===== config.mk =====
export PLATFORM = sky130hd
export DESIGN_NAME = mtpw_front
export DESIGN_NICKNAME = d
export VERILOG_FILES = /design/src/rtl/mtpw_pkg.sv /design/src/rtl/mtpw_front.sv
export SDC_FILE = /design/constraint.sdc
export NUM_CORES = 1
export LEC_CHECK = 0
export BUFFER_PORTS_ARGS = -buffer_cell sky130_fd_sc_hd__buf_2
export CAP_MARGIN = 20
export CORE_AREA = 2 2 203 205
export DETAILED_ROUTE_END_ITERATION = 7
export DIE_AREA = 0 0 205 207
export GPL_TIMING_DRIVEN = 1
export PLACE_DENSITY = 0.84
export SLEW_MARGIN = 20
export SYNTH_ARGS = -nofsm -noshare
export SYNTH_HDL_FRONTEND = slang
export SYNTH_SLANG_ARGS = --single-unit

===== constraint.sdc =====
create_clock -name clk -period 15.88 [get_ports clk]
set_input_delay 0 -clock clk [delete_from_list [all_inputs] [get_ports clk]]
set_output_delay 0 -clock clk [all_outputs]
set_load 0.005 [all_outputs]

===== src/rtl/mtpw_pkg.sv =====
package mtpw_pkg;

  localparam int FRAC_BITS_DEF = 16;
  localparam int CFG_IDX_W     = 3;
  localparam int CFG_W         = 31;

  localparam logic [CFG_IDX_W-1:0] CFG_DESIRED_LENGTH = 3'd0;
  localparam logic [CFG_IDX_W-1:0] CFG_PROP_GAIN      = 3'd1;
  localparam logic [CFG_IDX_W-1:0] CFG_DERIV_GAIN     = 3'd2;
  localparam logic [CFG_IDX_W-1:0] CFG_TENSION_LIMIT  = 3'd3;
  localparam logic [CFG_IDX_W-1:0] CFG_LENGTH_FLOOR   = 3'd4;

  localparam logic [CFG_W-1:0] PROP_GAIN_RST     = 31'd65536;
  localparam logic [CFG_W-1:0] TENSION_LIMIT_RST = 31'd65536;

  typedef struct packed {
    logic signed [31:0] rel_pos_x;
    logic signed [31:0] rel_pos_y;
    logic signed [31:0] rel_pos_z;
    logic signed [31:0] rel_vel_x;
    logic signed [31:0] rel_vel_y;
    logic signed [31:0] rel_vel_z;
    logic               tether_end;
    logic               round_end;
    logic [30:0]        measured_tension;
    logic [30:0]        measured_min_length;
  } item_t;

  typedef struct packed {
    logic [CFG_W-1:0] desired_length;
    logic [CFG_W-1:0] prop_gain;
    logic [CFG_W-1:0] deriv_gain;
    logic [CFG_W-1:0] tension_limit;
    logic [CFG_W-1:0] length_floor;
  } cfg_t;

  typedef enum logic [3:0] {
    ST_IDLE,
    ST_MUL,
    ST_SQRT,
    ST_DIV,
    ST_ACC,
    ST_GATE,
    ST_PD,
    ST_RATE,
    ST_UPD
  } back_state_t;

endpackage


===== src/rtl/mtpw_front.sv =====
module mtpw_front (
  input  logic                 clk,
  input  logic                 rst_n,
  input  logic                 in_valid,
  output logic                 in_stall,
  input  mtpw_pkg::item_t      in_item,
  output logic                 item_valid,
  output mtpw_pkg::item_t      item,
  input  logic                 item_pop
);
  import mtpw_pkg::*;

  item_t       mem_r [2];
  logic [1:0]  count_r;
  logic        wr_r;
  logic        rd_r;
  logic        push;
  logic        pop;

  assign in_stall   = (count_r == 2'd2);
  assign push       = in_valid && !in_stall;
  assign item_valid = (count_r != 2'd0);
  assign pop        = item_pop && item_valid;
  assign item       = mem_r[rd_r];

  always_ff @(posedge clk) begin
    if (push) begin
      mem_r[wr_r] <= in_item;
    end
  end

  always_ff @(posedge clk) begin
    if (!rst_n) begin
      count_r <= 2'd0;
      wr_r    <= 1'b0;
      rd_r    <= 1'b0;
    end else begin
      if (push) begin
        wr_r <= !wr_r;
      end
      if (pop) begin
        rd_r <= !rd_r;
      end
      count_r <= count_r + {1'b0, push} - {1'b0, pop};
    end
  end

endmodule


==> flow_metrics.env <==
export IMPL_internal_power_mw=2.82
export IMPL_worstPathArrival_ns=3.85
export IMPL_final_cells=2208
export IMPL_drt_initial_drc_count=757
export IMPL_power_mw=3.82
export IMPL_synth_avg_cell_area_um2=22.9
export IMPL_first_pass_iters=5
export IMPL_pwr_share_comb=0.216
export IMPL_synth_seq_cells=517
export IMPL_synth_cell_types=18
export IMPL_skew_ns=0.0214
export IMPL_fin_nets=1892
export IMPL_route_vias_total=11200
export IMPL_ys_flop_type="edfxtp_1"
export IMPL_first_global_vias=12300
export IMPL_synth_warnings=0
export IMPL_place_hpwl_um=27400
export IMPL_die_h_um=207
export IMPL_placed_cells=1850
export IMPL_cts_max_path_buffers=3
export IMPL_synth_area_mm2=0.0188
export IMPL_setup_tns_ns=0
export IMPL_grt_overflow=0
export IMPL_port_buffers=517
export IMPL_insertion_delay_ns=0.59
export IMPL_maxSlewHeadroom=0.273
export IMPL_period_minus_slack_ns=3.85
export IMPL_syn_nets=1083
export IMPL_drt_wirelength_per_cell_um=22.4
export IMPL_path_class="register to primary output"
export IMPL_syn_instance_count=821
export IMPL_switching_share=0.262
export IMPL_final_max_slew_viol_count=0
export IMPL_pin_count=518
export IMPL_fmax_mhz=260
export IMPL_cts_max_level=2
export IMPL_power_density_mw_per_mm2=146
export IMPL_fin_area_mm2=0.0261
export IMPL_post_cts_resize_count=0
export IMPL_yosys_area_top_type_share=0.818
export IMPL_place_area_mm2=0.0218
export IMPL_period_share=0.242
export IMPL_cp_end_kind="primary output"
export IMPL_die_area_mm2=0.0424
export IMPL_ir_drop_mv=0.122
export IMPL_setup_viol=0
export IMPL_via_per_inst=5.06
export IMPL_coreArea_mm2=0.0404
export IMPL_crit_required_ns=15.88
export IMPL_track_usage=0.227
export IMPL_routabilityCongestion=0.794
export IMPL_floorplan_rows=74
export IMPL_hold_viol_final=0
export IMPL_power_leakage_nw=9.81
export IMPL_synth_area_leaders="edfxtp_1 82%, mux2_2 15%, buf_6 1.6%"
export IMPL_cts_sinks=517
export IMPL_cp_start_kind="register"
export IMPL_seq_area_frac_synth=0.823
export IMPL_dieWidth_um=205
export IMPL_start_util=0.466
export IMPL_tritoncts="built"
export IMPL_clock_tree_root_cell="clkbuf_16"
export IMPL_drcViolationCount=0
export IMPL_wl_um=49500
export IMPL_rsz0062_at_grt="false"
export IMPL_drtAntennaViolNets=0
export IMPL_power_frac_seq=0.469
export IMPL_clkPwrFrac=0.315
export IMPL_switchingPower_mw=0.999
export IMPL_tightest_slew_ns=1.09
export IMPL_drive_above_1_share=0.515
export IMPL_antenna_found_initial=5
export IMPL_cap_violations=0
export IMPL_yosysTopAreaCell="edfxtp_1"
export IMPL_cp_max_fo=74
export IMPL_fin_util=0.646
export IMPL_cts_inserted_buffers=51
export IMPL_async_flop_share=0
export IMPL_grt_max_degree=184
export IMPL_status="complete, no violations"
export IMPL_clkTransAtPathRegs_ns=0.06
export IMPL_hold_path_class="input pin to register"
export IMPL_grt_pass1_wl_um=71900
export IMPL_syn_to_final_growth_pct=38.8
export IMPL_synth_edf_count=512
## final timing paths
path	end	cells after the start	slack, ns	startpoint
max reg2reg	mem_r[1][60]	3	13.31	count_r[0]
min	mem_r[1][93]	2	0.12	in_item[93]
min reg2reg	wr_r	2	0.55	wr_r
max	item[122]	4	12.03	register
## repair_timing
action	4_1_cts	5_1_grt
buffers inserted	0	0
endpoints found under the hold margin	517	0
hold buffers	259	0
## final cells by class
class / instances / area (um^2)
Sequential cell: 517 / 15500
Fill cell: 2542 / 14300
Timing Repair Buffer: 784 / 5260
Multi-Input combinational cell: 274 / 3030
Clock buffer: 53 / 1280
Tap cell: 532 / 666
Clock inverter: 41 / 367
Antenna cell: 5 / 12.5
Inverter: 2 / 7.51
## sequential cells by signal, indices dropped and copies added, names as in the netlist, named ones only
name and flops:
mem_r 512, count_r 2, rd_r 1, wr_r 1
## metal layers
| metal | vias up | part of all wire | track usage |
|---|---|---|---|
| li1 | 4911 | - | - |
| met3 | 126 | 0.083 | 0.0595 |
| met1 | 5520 | 0.36 | 0.253 |
| met4 | 0 | 0.039 | 0.105 |
| met2 | 606 | 0.52 | 0.403 |
| met5 | - | 0 | 0 |
## cell usage after synthesis (2+ instances only)
master / number
edfxtp_1: 512
xnor2_1: 3
buf_6: 26
and2_1: 2
ha_1: 2
dfxtp_1: 5
nor2b_1: 2
nand2b_1: 2
inv_1: 2
mux2_2: 256
nand2_1: 2
## power groups by stage
stage               Clock [mW]  Sequential, mW  Combinational, mW
finish                    1.20            1.79              0.825
detailed placement           0            1.81              0.748
floorplan                    0            1.84              0.469
global placement             0            1.80              0.738
global route              1.27            1.81              0.878
CTS                       1.21            1.78              0.811
## critical path: stages (launching register included)
cell     delay [ns]
dfxtp_4        0.96
buf_4          0.91
buf_4          0.66
mux2_2         0.43
buf_2          0.15
## cell families (layout without fill, tap and decap cells)
group,after synthesis,after routing,share of synthesized area
and+or+nand+nor,11,11,0.00326
other,0,5,0
AOI/OAI and AO/OA,1,1,0.000399
muxes,257,257,0.154
xor gates and xnor gates,3,3,0.00140
adders and majority gates,2,2,0.00133
buffers and inverters,30,880,0.0166
DFF,517,517,0.823
## metrics by stage
| step | hold slack (ns) | setup slack (ns) |
|---|---|---|
| after CTS | 0.0953 | 12.08 |
| after global placement | 0.187 | 12.76 |
| after detailed placement | 0.191 | 12.74 |
| final | 0.124 | 12.03 |
| after global routing | 0.119 | 11.89 |
| after floorplan | 0.0989 | 3.82 |
## placed cells by master, fill, tap and decap left out, types with 5 or more instances in the layout
cell type        n
inv_6            6
clkinv_2        10
dlygate4sd3_1  259
buf_4            6
edfxtp_1       512
clkbuf_16       51
mux2_2         256
bufinv_16        6
diode_2          5
clkinv_1        16
buf_2          517
Note: power is estimated with default switching activity, not from simulation.
